## src/hdl/vuc_pkg.sv

```systemverilog
// Shared types, constants and codes for the vector micro-op cracker.
// No dependencies; used by vuc_count, vuc_uop and vector_uop_cracker_core.
package vuc_pkg;

  // Vector register length in bits and the longest run of micro-ops
  localparam int VLEN_BITS = 128;
  localparam int MAX_UOPS  = 8;

  // Elements per register at SEW 8 is 2**EPU_LOG2_MAX; each SEW step halves it
  localparam int EPU_LOG2_MAX = $clog2(VLEN_BITS / 8);
  localparam int LG_W         = $clog2(EPU_LOG2_MAX + 1);
  // Width of (k+1) * elements-per-register, at least as wide as VL
  localparam int TAIL_W       = (4 + EPU_LOG2_MAX > 8) ? 4 + EPU_LOG2_MAX : 8;
  // Uop count before the limit check: up to twice ceil(255 / 2)
  localparam int CNT_W        = 10;

  // Crack kinds
  typedef enum logic [3:0] {
    CMD_ELEMENTWISE = 4'd0,
    CMD_SINGLE_DEST = 4'd1,
    CMD_SINGLE_SRC  = 4'd2,
    CMD_WIDEN       = 4'd3,
    CMD_WIDEN_MIXED = 4'd4,
    CMD_MAC         = 4'd5,
    CMD_MAC_WIDE    = 4'd6,
    CMD_NARROW      = 4'd7,
    CMD_REDUCE      = 4'd8,
    CMD_REDUCE_WIDE = 4'd9,
    CMD_INT_EXT     = 4'd10,
    CMD_SLIDE1      = 4'd11
  } cmd_t;

  // Source operand kinds; the spare code behaves as scalar
  typedef enum logic [1:0] {
    SRC_ABSENT = 2'd0,
    SRC_VECTOR = 2'd1,
    SRC_SCALAR = 2'd2
  } src_kind_t;

  // Integer extension factor codes
  typedef enum logic [1:0] {
    EXT_BY_2 = 2'd0,
    EXT_BY_4 = 2'd1,
    EXT_BY_8 = 2'd2
  } ext_code_t;

  // Decoded instruction held while its micro-ops are issued
  typedef struct packed {
    logic [3:0]      cmd;
    logic            slide_down;
    logic [4:0]      dest_reg;
    logic [4:0]      first_src_reg;
    logic [1:0]      first_src_kind;
    logic [4:0]      second_src_reg;
    logic [1:0]      second_src_kind;
    logic [7:0]      vector_length;
    logic [LG_W-1:0] epu_lg;
    logic [1:0]      extend_factor_code;
    logic [2:0]      last_k;
    logic            err;
    logic            skip;
  } item_t;

  // One micro-op as it leaves the calculation logic
  typedef struct packed {
    logic [2:0] uop_index;
    logic [4:0] dest_reg;
    logic [4:0] first_src;
    logic       first_src_present;
    logic [4:0] second_src;
    logic       second_src_present;
    logic [4:0] third_src;
    logic       third_src_present;
    logic       has_tail;
    logic       last_uop;
    logic       error;
  } uop_t;

endpackage

```

## src/hdl/vuc_count.sv

```systemverilog
// Request decode: elements per register, micro-op count and limit check.
// Depends on vuc_pkg.
module vuc_count (
  input  logic [3:0]         command,
  input  logic               slide_down,
  input  logic [4:0]         dest_reg,
  input  logic [4:0]         first_src_reg,
  input  logic [1:0]         first_src_kind,
  input  logic [4:0]         second_src_reg,
  input  logic [1:0]         second_src_kind,
  input  logic [7:0]         vector_length,
  input  logic [1:0]         element_width_code,
  input  logic [1:0]         extend_factor_code,
  input  logic [3:0]         whole_register_count,
  output vuc_pkg::item_t     item
);

  logic [vuc_pkg::LG_W-1:0]  lg;
  logic [8:0]                mask_wide;
  logic [7:0]                rem_mask;
  logic [7:0]                quot;
  logic [vuc_pkg::CNT_W-1:0] base;
  logic [vuc_pkg::CNT_W-1:0] cnt;
  logic                      wide;
  logic                      over;

  // log2 of elements per register
  assign lg = vuc_pkg::LG_W'(vuc_pkg::EPU_LOG2_MAX) - vuc_pkg::LG_W'(element_width_code);

  // ceil(VL / epu) as a shift plus a round-up on the remainder
  assign mask_wide = (9'd1 << lg) - 9'd1;
  assign rem_mask  = mask_wide[7:0];
  assign quot      = vector_length >> lg;
  assign base      = vuc_pkg::CNT_W'(quot) + vuc_pkg::CNT_W'(|(vector_length & rem_mask));

  assign wide = (command == vuc_pkg::CMD_WIDEN)       || (command == vuc_pkg::CMD_WIDEN_MIXED) ||
                (command == vuc_pkg::CMD_MAC_WIDE)    || (command == vuc_pkg::CMD_REDUCE_WIDE);

  // Wide kinds double the count; otherwise a whole-register count overrides it
  always_comb begin
    priority if (wide) begin
      cnt = base << 1;
    end else if (whole_register_count != 4'd0) begin
      cnt = vuc_pkg::CNT_W'(whole_register_count);
    end else begin
      cnt = base;
    end
  end

  assign over = cnt > vuc_pkg::CNT_W'(vuc_pkg::MAX_UOPS);

  always_comb begin
    item.cmd                = command;
    item.slide_down         = slide_down;
    item.dest_reg           = dest_reg;
    item.first_src_reg      = first_src_reg;
    item.first_src_kind     = first_src_kind;
    item.second_src_reg     = second_src_reg;
    item.second_src_kind    = second_src_kind;
    item.vector_length      = vector_length;
    item.epu_lg             = lg;
    item.extend_factor_code = extend_factor_code;
    item.err                = over;
    item.skip               = (cnt == '0);
    item.last_k             = over ? 3'd0 : 3'(cnt - vuc_pkg::CNT_W'(1));
  end

endmodule

```

## src/hdl/vuc_uop.sv

```systemverilog
// Register stepping, third source, tail and last flags for micro-op k.
// Depends on vuc_pkg.
module vuc_uop (
  input  vuc_pkg::item_t item,
  input  logic [2:0]     k,
  output vuc_pkg::uop_t  uop
);

  typedef struct packed {
    logic [4:0] regnum;
    logic       present;
  } src_t;

  logic [3:0]                 k4;
  logic [3:0]                 a1;
  logic [3:0]                 a2;
  logic                       s_ok;
  logic                       last;
  logic [4:0]                 dst;
  logic [1:0]                 ext_sh;
  logic [2:0]                 k_ext;
  src_t                       s1;
  src_t                       s2;
  logic [4:0]                 t_reg;
  logic                       t_pres;
  logic                       has_vec;
  logic [4:0]                 slide_base;
  logic [vuc_pkg::TAIL_W-1:0] covered;

  // Vector sources step, scalars pass when allowed, absent ones read as zero
  function automatic src_t put_src(logic [1:0] kind, logic [4:0] regnum, logic [3:0] amt,
                                   logic ok);
    src_t s;
    unique case (kind)
      vuc_pkg::SRC_ABSENT: s = '0;
      vuc_pkg::SRC_VECTOR: begin
        s.regnum  = regnum + 5'(amt);
        s.present = 1'b1;
      end
      default: begin
        s.regnum  = ok ? regnum : 5'd0;
        s.present = ok;
      end
    endcase
    return s;
  endfunction

  assign k4   = {1'b0, k};
  assign last = (k == item.last_k);
  assign dst  = (item.cmd == vuc_pkg::CMD_SINGLE_DEST) ? item.dest_reg
                                                       : item.dest_reg + 5'(k);

  // Extension factor 2, 4 or 8 as a right shift
  assign ext_sh = (item.extend_factor_code == vuc_pkg::EXT_BY_2) ? 2'd1 :
                  (item.extend_factor_code == vuc_pkg::EXT_BY_4) ? 2'd2 : 2'd3;
  assign k_ext  = k >> ext_sh;

  // Source step amounts per crack kind
  always_comb begin
    a1   = k4;
    a2   = k4;
    s_ok = 1'b1;
    unique case (item.cmd)
      vuc_pkg::CMD_SINGLE_SRC: begin
        a1 = 4'd0;
        a2 = 4'd0;
      end
      vuc_pkg::CMD_WIDEN, vuc_pkg::CMD_MAC_WIDE: begin
        a1 = k4 >> 1;
        a2 = k4 >> 1;
      end
      vuc_pkg::CMD_WIDEN_MIXED, vuc_pkg::CMD_REDUCE_WIDE: begin
        a1 = k4 >> 1;
      end
      vuc_pkg::CMD_NARROW: begin
        a2 = k4 << 1;
      end
      vuc_pkg::CMD_INT_EXT: begin
        a1 = {1'b0, k_ext};
        a2 = {1'b0, k_ext};
      end
      vuc_pkg::CMD_SLIDE1: begin
        s_ok = item.slide_down ? last : (k == 3'd0);
      end
      default: begin
      end
    endcase
  end

  assign s1 = put_src(item.first_src_kind, item.first_src_reg, a1, s_ok);
  assign s2 = put_src(item.second_src_kind, item.second_src_reg, a2, s_ok);

  // Slide neighbour follows rs2 when it is a vector, else rs1
  assign has_vec    = (item.second_src_kind == vuc_pkg::SRC_VECTOR) ||
                      (item.first_src_kind == vuc_pkg::SRC_VECTOR);
  assign slide_base = (item.second_src_kind == vuc_pkg::SRC_VECTOR) ? item.second_src_reg
                                                                    : item.first_src_reg;

  // Third source
  always_comb begin
    t_reg  = 5'd0;
    t_pres = 1'b0;
    unique case (item.cmd)
      vuc_pkg::CMD_MAC, vuc_pkg::CMD_MAC_WIDE: begin
        t_reg  = dst;
        t_pres = 1'b1;
      end
      vuc_pkg::CMD_REDUCE, vuc_pkg::CMD_REDUCE_WIDE: begin
        if (k != 3'd0) begin
          t_reg  = dst - 5'd1;
          t_pres = 1'b1;
        end
      end
      vuc_pkg::CMD_NARROW: begin
        if (item.second_src_kind == vuc_pkg::SRC_VECTOR) begin
          t_reg  = item.second_src_reg + 5'({k, 1'b1});
          t_pres = 1'b1;
        end
      end
      vuc_pkg::CMD_SLIDE1: begin
        if (has_vec) begin
          if (!item.slide_down && (k != 3'd0)) begin
            t_reg  = slide_base + 5'(k) - 5'd1;
            t_pres = 1'b1;
          end else if (item.slide_down && !last) begin
            t_reg  = slide_base + 5'(k) + 5'd1;
            t_pres = 1'b1;
          end
        end
      end
      default: begin
      end
    endcase
  end

  // Elements covered through this uop, against VL
  assign covered = vuc_pkg::TAIL_W'(k4 + 4'd1) << item.epu_lg;

  // Over-limit instructions give one flagged result, all else zero
  always_comb begin
    if (item.err) begin
      uop          = '0;
      uop.last_uop = 1'b1;
      uop.error    = 1'b1;
    end else begin
      uop.uop_index          = k;
      uop.dest_reg           = dst;
      uop.first_src          = s1.regnum;
      uop.first_src_present  = s1.present;
      uop.second_src         = s2.regnum;
      uop.second_src_present = s2.present;
      uop.third_src          = t_reg;
      uop.third_src_present  = t_pres;
      uop.has_tail           = covered > vuc_pkg::TAIL_W'(item.vector_length);
      uop.last_uop           = last;
      uop.error              = 1'b0;
    end
  end

endmodule

```

## src/hdl/vector_uop_cracker_core.sv

```systemverilog
// Vector micro-op cracker top level: request register, uop sequencer, result register.
// Depends on vuc_pkg, vuc_count and vuc_uop.
//
// One decoded vector instruction arrives per request on the s_axis channel
// (kind and slide direction in tuser, operands in tdata). It leaves as a run
// of micro-ops on the m_axis channel, one per beat, tlast on the final one
// and tuser set on the single result of an instruction that needs more than
// the maximum uop count.
// The first micro-op passes through the request register and then the result
// register on its way out.
// Throughput: the sequencer issues one micro-op per cycle while the receiver
// does not stall; an instruction gives 1 to 8 micro-ops, an over-limit one a
// single flagged result, and one with no micro-ops is taken and dropped.
// The next request is taken in the same cycle as the last micro-op of the
// current one moves into the result register, so runs follow back to back.
// When the receiver stalls, the result register holds its beat and the
// sequencer waits; s_axis_tready drops once the request register is busy.
// Reset empties both registers and clears the uop counter; nothing is lost
// or repeated across a stall.
module vector_uop_cracker_core (
  input  logic        clk,
  input  logic        rst,
  input  logic        s_axis_tvalid,
  output logic        s_axis_tready,
  // [4:0] dest_reg, [9:5] first_src_reg, [11:10] first_src_kind,
  // [16:12] second_src_reg, [18:17] second_src_kind, [26:19] vector_length,
  // [28:27] element_width_code, [30:29] extend_factor_code,
  // [34:31] whole_register_count, [39:35] zero
  input  logic [39:0] s_axis_tdata,
  // [3:0] command, [4] slide_down
  input  logic [4:0]  s_axis_tuser,
  output logic        m_axis_tvalid,
  input  logic        m_axis_tready,
  // [2:0] uop_index, [7:3] out_dest_reg, [12:8] out_first_src,
  // [13] first_src_present, [18:14] out_second_src, [19] second_src_present,
  // [24:20] out_third_src, [25] third_src_present, [26] has_tail, [31:27] zero
  output logic [31:0] m_axis_tdata,
  // [0] error
  output logic        m_axis_tuser,
  output logic        m_axis_tlast
);

  vuc_pkg::item_t in_item;
  vuc_pkg::item_t item;
  logic           item_valid;
  logic           item_valid_next;
  logic [2:0]     k;
  logic [2:0]     k_next;
  vuc_pkg::uop_t  uop;
  vuc_pkg::uop_t  out_uop;
  logic           out_valid;
  logic           out_free;
  logic           advance;
  logic           finish;
  logic           accept;

  // Decode and count on the way in
  vuc_count u_count (
    .command              (s_axis_tuser[3:0]),
    .slide_down           (s_axis_tuser[4]),
    .dest_reg             (s_axis_tdata[4:0]),
    .first_src_reg        (s_axis_tdata[9:5]),
    .first_src_kind       (s_axis_tdata[11:10]),
    .second_src_reg       (s_axis_tdata[16:12]),
    .second_src_kind      (s_axis_tdata[18:17]),
    .vector_length        (s_axis_tdata[26:19]),
    .element_width_code   (s_axis_tdata[28:27]),
    .extend_factor_code   (s_axis_tdata[30:29]),
    .whole_register_count (s_axis_tdata[34:31]),
    .item                 (in_item)
  );

  // Micro-op fields for the current position
  vuc_uop u_uop (
    .item (item),
    .k    (k),
    .uop  (uop)
  );

  // Handshake control
  assign out_free      = !out_valid || m_axis_tready;
  assign advance       = item_valid && out_free;
  assign finish        = advance && uop.last_uop;
  assign s_axis_tready = !item_valid || finish;
  assign accept        = s_axis_tvalid && s_axis_tready;

  always_comb begin
    item_valid_next = item_valid;
    k_next          = k;
    if (finish) begin
      item_valid_next = 1'b0;
      k_next          = 3'd0;
    end else if (advance) begin
      k_next = k + 3'd1;
    end
    if (accept) begin
      item_valid_next = !in_item.skip;
    end
  end

  // Request register and uop counter
  always_ff @(posedge clk) begin
    if (rst) begin
      item_valid <= 1'b0;
      k          <= 3'd0;
    end else begin
      item_valid <= item_valid_next;
      k          <= k_next;
    end
  end

  always_ff @(posedge clk) begin
    if (accept) begin
      item <= in_item;
    end
  end

  // Result register
  always_ff @(posedge clk) begin
    if (rst) begin
      out_valid <= 1'b0;
    end else if (advance) begin
      out_valid <= 1'b1;
    end else if (m_axis_tready) begin
      out_valid <= 1'b0;
    end
  end

  always_ff @(posedge clk) begin
    if (advance) begin
      out_uop <= uop;
    end
  end

  assign m_axis_tvalid = out_valid;
  assign m_axis_tdata  = {5'd0, out_uop.has_tail, out_uop.third_src_present, out_uop.third_src,
                          out_uop.second_src_present, out_uop.second_src,
                          out_uop.first_src_present, out_uop.first_src,
                          out_uop.dest_reg, out_uop.uop_index};
  assign m_axis_tuser  = out_uop.error;
  assign m_axis_tlast  = out_uop.last_uop;

`ifndef SYNTHESIS
  // The counter never runs past the final position of the held instruction
  assert property (@(posedge clk) disable iff (rst)
    item_valid |-> (k <= item.last_k))
    else $error("uop counter beyond last position");

  // Finishing a run restarts the counter for the next instruction
  assert property (@(posedge clk) disable iff (rst)
    finish |=> (k == 3'd0))
    else $error("uop counter not restarted after last uop");

  // An over-limit result is always the only, and so the last, beat
  assert property (@(posedge clk) disable iff (rst)
    (m_axis_tvalid && m_axis_tuser) |-> m_axis_tlast)
    else $error("error result without tlast");

  // A stalled result holds while the request register waits behind it
  assert property (@(posedge clk) disable iff (rst)
    (item_valid && out_valid && !m_axis_tready) |=> (item_valid && $stable(k)))
    else $error("sequencer moved during output stall");
`endif

endmodule
```

## config.mk

```make
export PLATFORM = sky130hd
export DESIGN_NAME = vector_uop_cracker_core
export DESIGN_NICKNAME = d
export VERILOG_FILES = /design/src/hdl/vuc_pkg.sv /design/src/hdl/vuc_count.sv /design/src/hdl/vuc_uop.sv /design/src/hdl/vector_uop_cracker_core.sv
export SDC_FILE = /design/constraint.sdc
export NUM_CORES = 1
export LEC_CHECK = 0
export BUFFER_PORTS_ARGS = -buffer_cell sky130_fd_sc_hd__buf_2
export CAP_MARGIN = 20
export CORE_ASPECT_RATIO = 0.8
export CORE_MARGIN = 3
export CORE_UTILIZATION = 55
export CTS_CLUSTER_SIZE = 28
export DETAILED_ROUTE_END_ITERATION = 16
export GPL_ROUTABILITY_DRIVEN = 0
export PLACE_DENSITY_LB_ADDON = 0.1
export SETUP_SLACK_MARGIN = 0.2
export SYNTH_ARGS = -nofsm -noshare
export SYNTH_HDL_FRONTEND = slang
export SYNTH_SLANG_ARGS = --single-unit
```

## constraint.sdc

```tcl
create_clock -name clk -period 9.2 [get_ports clk]
set_clock_uncertainty 0.15 [all_clocks]
set_input_delay 0 -clock clk [delete_from_list [all_inputs] [get_ports clk]]
set_output_delay 0 -clock clk [all_outputs]
set_load 0.05 [all_outputs]
```

==> key figures, run 1 <==
Clock network
  • H-tree levels: 3
  • CTS root buf: clkbuf_16
  • CTS sink cnt: 75
  • Clk buf depth: 2
  • CTS Buf Count: 9
  • Clock transition at the registers of the reported paths: about 60 ps
  • CTS tree: built
  • Post-CTS sizing: 0
  • Postcts setup bufs: 0
  • Clk_lat worst skew: 340 ps

Placement
  • DP HPWL: between 9000 and 10000 um
  • IO buf count: 74
  • Placed cell area: 5880 um^2

Layout
  • Fin area: around 6600 um^2
  • Ant diodes: 0
  • Final nets: 753
  • Share of cells above drive strength 1: between 10% and 20%
  • Commonest non-fill, non-tap cells in the layout: 74 x buf_2, 70 x edfxtp_1, 60 x nor2_1
  • Commonest non-fill, non-tap cell in the layout: buf_2
  • Util after Layout: a little over two thirds
  • # fillers: roughly 730
  • Layout area overhead: 20.8%

Timing
  • RSZ-0062 raised after global routing: false
  • Final Hold Violating Endpoints: 0
  • Setup TNS: 0 ps
  • Worst Max-Slew Pin Slew: ~990 ps
  • Tcrit/Tclk final: 55.5%
  • Fin crit period: 5110 ps
  • F_max: 196 MHz
  • Final slew viol count: 0
  • Slew HR: roughly 34%
  • Final setup viols: 0

Die
  • Die width: 118 um
  • Die area: between 10000 and 15000 um^2
  • Core area: 9390 um^2
  • Top Ports: 85
  • Die Y: between 90 and 100 um
  • # rows: 31
  • Initial Utilization: between 50% and 60%

Routing
  • WL per Instance: about 16 um
  • Via Count: between 4000 and 5000
  • 1st-iter DRT viols: around 390
  • DR pass1 iterations: 5
  • Routed vias/inst: 5.73
  • DRC viols: 0
  • Antenna-violating nets left: 0
  • Final Routed Wirelength: between 10000 and 15000 um

Setup path
  • Data arrival, critical path: 5190 ps
  • Critical path peak fanout: 26
  • Worst EP required: 9280 ps
  • Kind of critical path: in2reg
  • Worst setup SP type: primary input
  • Type of destination of the critical path: flop

Power
  • LEAKAGE: between 2 and 3 nW
  • VDD IR-drop max: about 0.00013 V
  • Power Dens Cells: 166 nW/um^2

Synthesis
  • Syn Area/Cell: a little under 10 um^2
  • Post-synth EDFFs: 70
  • Synth Register Bits: 75
  • Sequential cell area fraction in the yosys report: approximately two fifths
  • Yosys warns: 0
  • Ys async rst share: 0%
  • Mapped cell area: around 5500 um^2
  • Post-Syn Instances: 556
  • Post-synthesis cell type count: 62
  • Dominant synthesized flop cell: edfxtp_1

Global routing
  • GRT Util Overall: between 20% and 30%
  • Total grt overflow: 0
  • Vias in the first global route: 4336
  • Largest net degree at the start of global routing: 42
  • Antenna violations before repair: 0
  • First-pass GRT wire length: about 22000 um

Hold path
  • Min-Delay Path Class: in2reg

Job
  • Max_cap viols: 0

Run status
  • Status: finished clean
-- critical path, stage by stage --
cell and delay, ps:
dlygate4sd3_1 520, buf_2 430, inv_1 250, ha_1 430, nor3b_1 470, mux2_2 390
a22oi_1 180, o21ai_0 180, ha_1 270, ha_1 300, nor4b_1 140, or3_1 290
o21ai_0 140, ha_1 200, o21ai_1 90, nor4b_2 230, a311oi_1 110, dlygate4sd3_1 560
-- timing repair --
action	in CTS	in global routing
hold buffers	40	0
endpoints found under the setup margin	0	0
endpoints found under the hold margin	41	0
-- state kept, by name (all words and copies together) (netlist names) --
signal	count
m_axis_tvalid	1
item_valid	1
m_axis_tlast	1
k	3
item	41
m_axis_tdata	27
m_axis_tuser	1
-- synthesized netlist by cell type, drive strengths merged, types with 4 or more instances --
cell type	instances	area (um^2)
a211oi	4	40.0
a21o	15	113
a21oi	41	205
a221oi	4	41.3
a22oi	9	67.6
a311oi	5	43.8
and2	5	31.3
buf	13	96.3
clkbuf	17	63.8
dfxtp	5	100
edfxtp	70	2100
fa	5	100
ha	43	538
inv	32	123
mux2	6	71.3
mux2i	15	150
nand2	45	169
nand2b	17	106
nand3	7	35.0
nand4	5	31.3
nor2	60	225
nor2b	16	100
nor3	11	65.1
nor4	4	40.0
nor4b	4	47.6
o21ai	21	105
o221ai	5	50.0
o22ai	8	62.6
or2	6	40.0
or3	5	31.3
xnor2	17	149
xor2	12	105
-- cell type report --
cell class                 count  area, um^2  share of cell area (%)
tap                          132         165                    2.49
sequential                    75        2200                    33.3
clock buffer                   9         225                    3.40
multi-input combinational    423        3010                    45.5
inverter                      32         123                    1.85
timing repair buffer         115         778                    11.8
clock inverter                 7         116                    1.76
-- routing by layer --
| metal | track usage [%] | wire length, um | vias to the layer above | part of all wire, % |
|---|---|---|---|---|
| li1 | - | - | 2193 | - |
| met1 | 34.4 | 6180 | 2148 | 47 |
| met2 | 38.5 | 5760 | 186 | 44 |
| met3 | 5.58 | 982 | 13 | 7.5 |
| met4 | 5.95 | 110 | 0 | 0.84 |
| met5 | 0 | 0 | - | 0 |
-- worst paths after layout --
check,start,end,slack (ps),depth (start not counted)
hold reg to reg,item_valid,m_axis_tvalid,340,2
hold / removal,s_axis_tdata[33],item[4],170,5
setup reg to reg,item[40],m_axis_tdata[18],5540,13
setup / recovery,s_axis_tdata[27],item_valid,4090,18
-- report_power, final --
part / switching (mW) / internal, mW / total, mW
Combinational: 0.164 / 0.0991 / 0.264
Sequential: 0.0247 / 0.408 / 0.432
Clock: 0.139 / 0.264 / 0.403
Total: 0.328 / 0.771 / 1.10
-- per-stage QoR --
stage | power, mW | cells | setup WS [ps] | hold WS, ps
6_report | 1.10 | 793 | 4090 | 170
5_1_grt | 1.15 | 793 | 3750 | 196
2_1_floorplan | 0.627 | 560 | 5300 | -80.9
3_5_place_dp | 0.686 | 737 | 4810 | 28.1
3_3_place_gp | 0.677 | 737 | 4940 | 26.5
4_1_cts | 1.10 | 793 | 4200 | 161
-- kinds of logic after synthesis --
group,count (synthesis),share of synthesized area [%]
xor+xnor,29,4.64
flops,75,40.2
compound gates,126,16.0
other cells,1,0.0684
simple gates,193,17.9
buf+inv,62,5.16
mux,22,4.45
fa+ha+maj,48,11.6
No activity file was read; power rests on OpenSTA's default activity.
==> inputs of run 2 (changes only) <==
- CORE_UTILIZATION: 55 -> 52
- clock period: 9.2 -> 4.7 ns (I/O delays scaled with it)
==> key figures, run 2 (synthesized netlist as in run 1, its figures left out) <==
Routing
  • DR pass1 iterations: 5
  • Final Routed Wirelength: approximately 13000 um
  • 1st-iter DRT viols: between 400 and 500
  • Routed vias/inst: roughly 5.6
  • WL per Instance: between 15 and 20 um
  • DRC viols: 0
  • Antenna-violating nets left: 0
  • Via Count: around 4500

Layout
  • Ant diodes: 0
  • Number of flip-flops in the largest register: 41
  • Share of cells above drive strength 1: 18.4%
  • Area of the multi-input gates: between 3000 and 4000 um^2
  • Commonest non-fill, non-tap cells in the layout: 74 x buf_2, 70 x edfxtp_1, 60 x nor2_1
  • Most flops, register: item
  • Register area: between 2000 and 2500 um^2
  • Layout area overhead: 20.8%
  • # fillers: 788
  • Final cell count without fillers: 800
  • Final nets: 756
  • Commonest non-fill, non-tap cell in the layout: buf_2

Timing
  • Setup TNS: 0 ps
  • Worst Max-Slew Pin Slew: 976 ps
  • Final slew viol count: 0
  • Tcrit/Tclk final: around 87%
  • Final Hold Violating Endpoints: 0
  • RSZ-0062 raised after global routing: false
  • F_max: around 240 MHz
  • Final setup viols: 0
  • Slew HR: between 30% and 40%
  • Fin crit period: between 4000 and 5000 ps

Setup path
  • Critical R2R Launch: item[40]
  • Critical path peak fanout: 25
  • R2R depth: 13
  • Kind of critical path: in2reg
  • Worst R2R End: m_axis_tdata[18]
  • R2r setup slk: 1000 ps
  • Worst EP required: about 4800 ps
  • Worst setup SP type: primary input
  • Data arrival, critical path: 4170 ps
  • Type of destination of the critical path: flop

Die
  • Die Y: 97.8 um
  • Die width: 121 um
  • Top Ports: 85
  • Core area: between 9000 and 10000 um^2
  • # rows: 32
  • Die area: between 10000 and 15000 um^2
  • Initial Utilization: 55.0%

Placement
  • IO buf count: between 70 and 80
  • DP Cell Count: between 700 and 800
  • DP HPWL: a little over 9000 um

Global routing
  • GRT Util Overall: between 20% and 30%
  • Total grt overflow: 0
  • Antenna violations before repair: 0
  • Vias in the first global route: between 4000 and 5000
  • Largest net degree at the start of global routing: 42
  • First-pass GRT wire length: 21200 um

Clock network
  • Clock transition at the registers of the reported paths: 60 ps
  • CTS tree: built
  • Clk_lat worst skew: 340 ps
  • CTS root buf: clkbuf_16
  • H-tree levels: 3
  • Postcts setup bufs: 0
  • CTS Buf Count: 9
  • Clk buf depth: 2
  • CTS sink cnt: 75

Job
  • Max_cap viols: 0

Power
  • LEAKAGE: 2.77 nW
  • VDD IR-drop max: 0.000219 V
  • Total power: between 2 and 2.5 mW
  • Power Dens Cells: approximately 320 nW/um^2

Hold path
  • Hold path startpoint: m_axis_tready
  • Hold Path Sink: k[1]
  • Min-Delay Path Class: in2reg
  • Hold Crit Depth: 5

Run status
  • Status: finished clean
-- run 2: changes by cell type in the layout (fill, tap and decap cells not counted) --
| cell | delta |
|---|---|
| clkinv_1 | +1 |
| clkinv_4 | -1 |
| bufinv_16 | -1 |
| dlygate4sd3_1 | -1 |
| inv_6 | +1 |
| buf_4 | +4 |
-- run 2: timing repair --
action                    in CTS  in global routing
hold buffers                  39                  0
gates resized for setup        0                  0
hold endpoints to repair      40                  0
-- run 2: final cells by class --
type	count	area share, %
tap	136	2.57
clock buffer	9	3.40
clock inverter	7	1.36
multi-input combinational	423	45.5
timing repair buffer	118	12.1
inverter	32	1.85
sequential	75	33.3
-- run 2: how the worst max path moves through the flow --
| stage | startpoint | to | slack (ps) | cells after the start |
|---|---|---|---|---|
| floorplan | k[1] | item[10] | 800 | 5 |
| global placement | s_axis_tdata[27] | item[1] | 760 | 18 |
| detailed placement | s_axis_tdata[27] | item[1] | 690 | 18 |
| CTS | s_axis_tdata[27] | item_valid | 620 | 17 |
| global route | s_axis_tdata[27] | item_valid | 270 | 17 |
| finish | s_axis_tdata[27] | item_valid | 600 | 17 |
-- run 2: through the flow --
step	worst slack [ps]	area, um^2	utilization [%]	hold slack [ps]
after CTS	625	6620	66.4	21.2
final	599	6620	66.4	30.0
after global routing	272	6620	66.4	56.6
after floorplan	798	5490	-	-80.9
after detailed placement	688	5910	59.3	28.1
after global placement	755	5910	59.3	26.8
-- run 2: critical path, cell delays in order --
cell	delay, ps
buf_2	100
buf_4	220
ha_1	220
inv_1	70
ha_1	150
nor3b_1	380
mux2_2	380
a22oi_1	160
o21ai_0	170
ha_1	270
ha_1	220
or3_1	390
a311oi_1	370
o21ai_1	140
nor4b_2	230
a311oi_1	120
dlygate4sd3_1	560
-- run 2: metal layers --
layer	track usage, %	vias to the layer above	wire, um	share of wire [%]
li1	-	2198	-	-
met1	32.8	2078	5990	48
met2	34.0	187	5380	43
met3	5.27	14	1080	8.5
met4	5.14	0	167	1.3
met5	0	-	0	0
-- run 2: power breakdown --
group | switching (mW) | internal (mW)
logic | 0.328 | 0.196
registers | 0.0394 | 0.798
clock network | 0.263 | 0.462
total | 0.630 | 1.46
==> inputs of run 3 (changes only) <==
--- a/config.mk
+++ b/config.mk
@@ -15,2 +15,3 @@
 export GPL_ROUTABILITY_DRIVEN = 0
+export GPL_TIMING_DRIVEN = 0
 export PLACE_DENSITY_LB_ADDON = 0.1
--- a/constraint.sdc
+++ b/constraint.sdc
@@ -4,2 +4,2 @@
 set_output_delay 0 -clock clk [all_outputs]
-set_load 0.05 [all_outputs]
+set_load 0.02 [all_outputs]
==> key figures, run 3 (synthesized netlist as in run 1, its figures left out) <==
Placement
  • Pre-CTS WS: between 100 and 150 ps
  • DP HPWL: between 10000 and 15000 um
  • IO buf count: between 70 and 80
  • Placed cell area: between 6000 and 7000 um^2

Layout
  • Share of cells above drive strength 1: 19.2%
  • Layout area overhead: 24.6%
  • Fin area: roughly 6800 um^2
  • Number of flip-flops in the largest register: 41
  • Commonest non-fill, non-tap cells in the layout: 79 x buf_2, 70 x edfxtp_1, 60 x nor2_1
  • Most flops, register: item
  • Final nets: 786
  • Commonest non-fill, non-tap cell in the layout: buf_2
  • Ant diodes: 0

Timing
  • Final setup viols: 0
  • F_max: 239 MHz
  • Setup TNS: 0 ps
  • Worst Max-Slew Pin Slew: 895 ps
  • Final Hold Violating Endpoints: 0
  • Fin crit period: ~4200 ps
  • Tcrit/Tclk final: slightly below 90%
  • Slew HR: roughly two fifths
  • RSZ-0062 raised after global routing: false
  • Worst Slack Setup Final: 524 ps
  • Final slew viol count: 0

Global routing
  • Total grt overflow: 0
  • GRT Util Overall: 24.2%
  • Vias in the first global route: between 4000 and 5000
  • Largest net degree at the start of global routing: 42
  • Antenna violations before repair: 0
  • First-pass GRT wire length: approximately 23000 um

Setup path
  • Worst path slowest cell: a311oi_1
  • Type of destination of the critical path: flop
  • R2r setup slk: roughly 940 ps
  • CP top delay family: compound AO/OA/AOI/OAI gates
  • Critical path peak fanout: 10
  • CP max stage delay: roughly 420 ps
  • Kind of critical path: in2reg
  • Worst-path cell chain: buf_2 -> buf_6 -> buf_2 -> inv_1 -> ha_1 -> buf_2 -> nor3b_2 -> mux2_2 -> a22oi_1 -> o21ai_0 -> ha_1 -> ha_1 -> or3_1 -> a311oi_1 -> o21ai_1 -> o21a_1 -> a21o_1
  • Buffers and inverters on the worst path: 5
  • Worst EP required: roughly 4600 ps
  • Data arrival, critical path: between 4000 and 5000 ps
  • Worst setup SP type: primary input

Clock network
  • CTS root buf: clkbuf_16
  • Postcts setup bufs: 0
  • CTS sink cnt: 75
  • CTS tree: built
  • CTS Buf Count: 9
  • Clk buf depth: 2
  • Clock transition at the registers of the reported paths: 60 ps
  • H-tree levels: 3
  • Clk_lat worst skew: 340 ps

Power
  • LEAKAGE: between 2 and 3 nW
  • Power Dens Cells: a little over 300 nW/um^2
  • Total power: a little over 2 mW
  • VDD IR-drop max: about 0.0002 V

Routing
  • Antenna-violating nets left: 0
  • Final Routed Wirelength: between 10000 and 15000 um
  • Via Count: around 4800
  • Routed vias/inst: 5.73
  • 1st-iter DRT viols: approximately 420
  • DR pass1 iterations: 5
  • DRC viols: 0
  • WL per Instance: 17.0 um

Die
  • Core area: 9970 um^2
  • Die width: about 120 um
  • Top Ports: 85
  • Die Y: ~98 um
  • Initial Utilization: around 55%
  • Die area: around 12000 um^2
  • # rows: 32

Hold path
  • Min-Delay Path Class: in2reg

Run status
  • Status: finished clean

Job
  • Max_cap viols: 0
-- run 3: final cells by class --
type | count | area (um^2)
Fill cell | 783 | 3140
Sequential cell | 75 | 2200
Timing Repair Buffer | 118 | 838
Multi-Input combinational cell | 423 | 3020
Clock inverter | 6 | 90.1
Buffer | 30 | 160
Tap cell | 136 | 170
Clock buffer | 10 | 229
Inverter | 32 | 123
-- run 3: worst paths after layout --
check | from | to | depth (start not counted)
max | s_axis_tdata[27] | item[1] | 17
min | s_axis_tdata[28] | item[9] | 3
max reg2reg | k[2] | m_axis_tdata[18] | 14
min reg2reg | item_valid | m_axis_tvalid | 2
-- run 3: report_power, final --
part | internal (mW) | switching [mW]
registers | 0.797 | 0.0311
clock network | 0.466 | 0.269
logic | 0.212 | 0.301
-- run 3: tightest hold or removal path, cell delays in order --
cell,delay [ps]
buf_2,130
inv_1,120
ha_1,180
-- run 3: what timing repair did --
| item | in CTS | in global routing |
|---|---|---|
| resized for setup | 0 | 1 |
| endpoints found under the hold margin | 41 | 0 |
| hold buffers | 42 | 0 |
| setup endpoints to repair | 0 | 4 |
-- run 3: routing by layer --
layer  wire (um)  GRT usage (%)  part of all wire (%)
met5           0              0                     0
met4         181           5.57                   1.3
met3        1200           5.56                   8.5
met2        6240           37.4                    44
met1        6470           34.8                    46
-- run 3: metrics by stage --
step                      util, %  hold slack [ps]  std cells
after global routing         68.5             81.3        830
final                        68.5             57.3        830
after detailed placement     61.0             28.1        772
after global placement       60.5             27.3        770
after CTS                    68.4             40.7        830
after floorplan                 -            -80.9        560
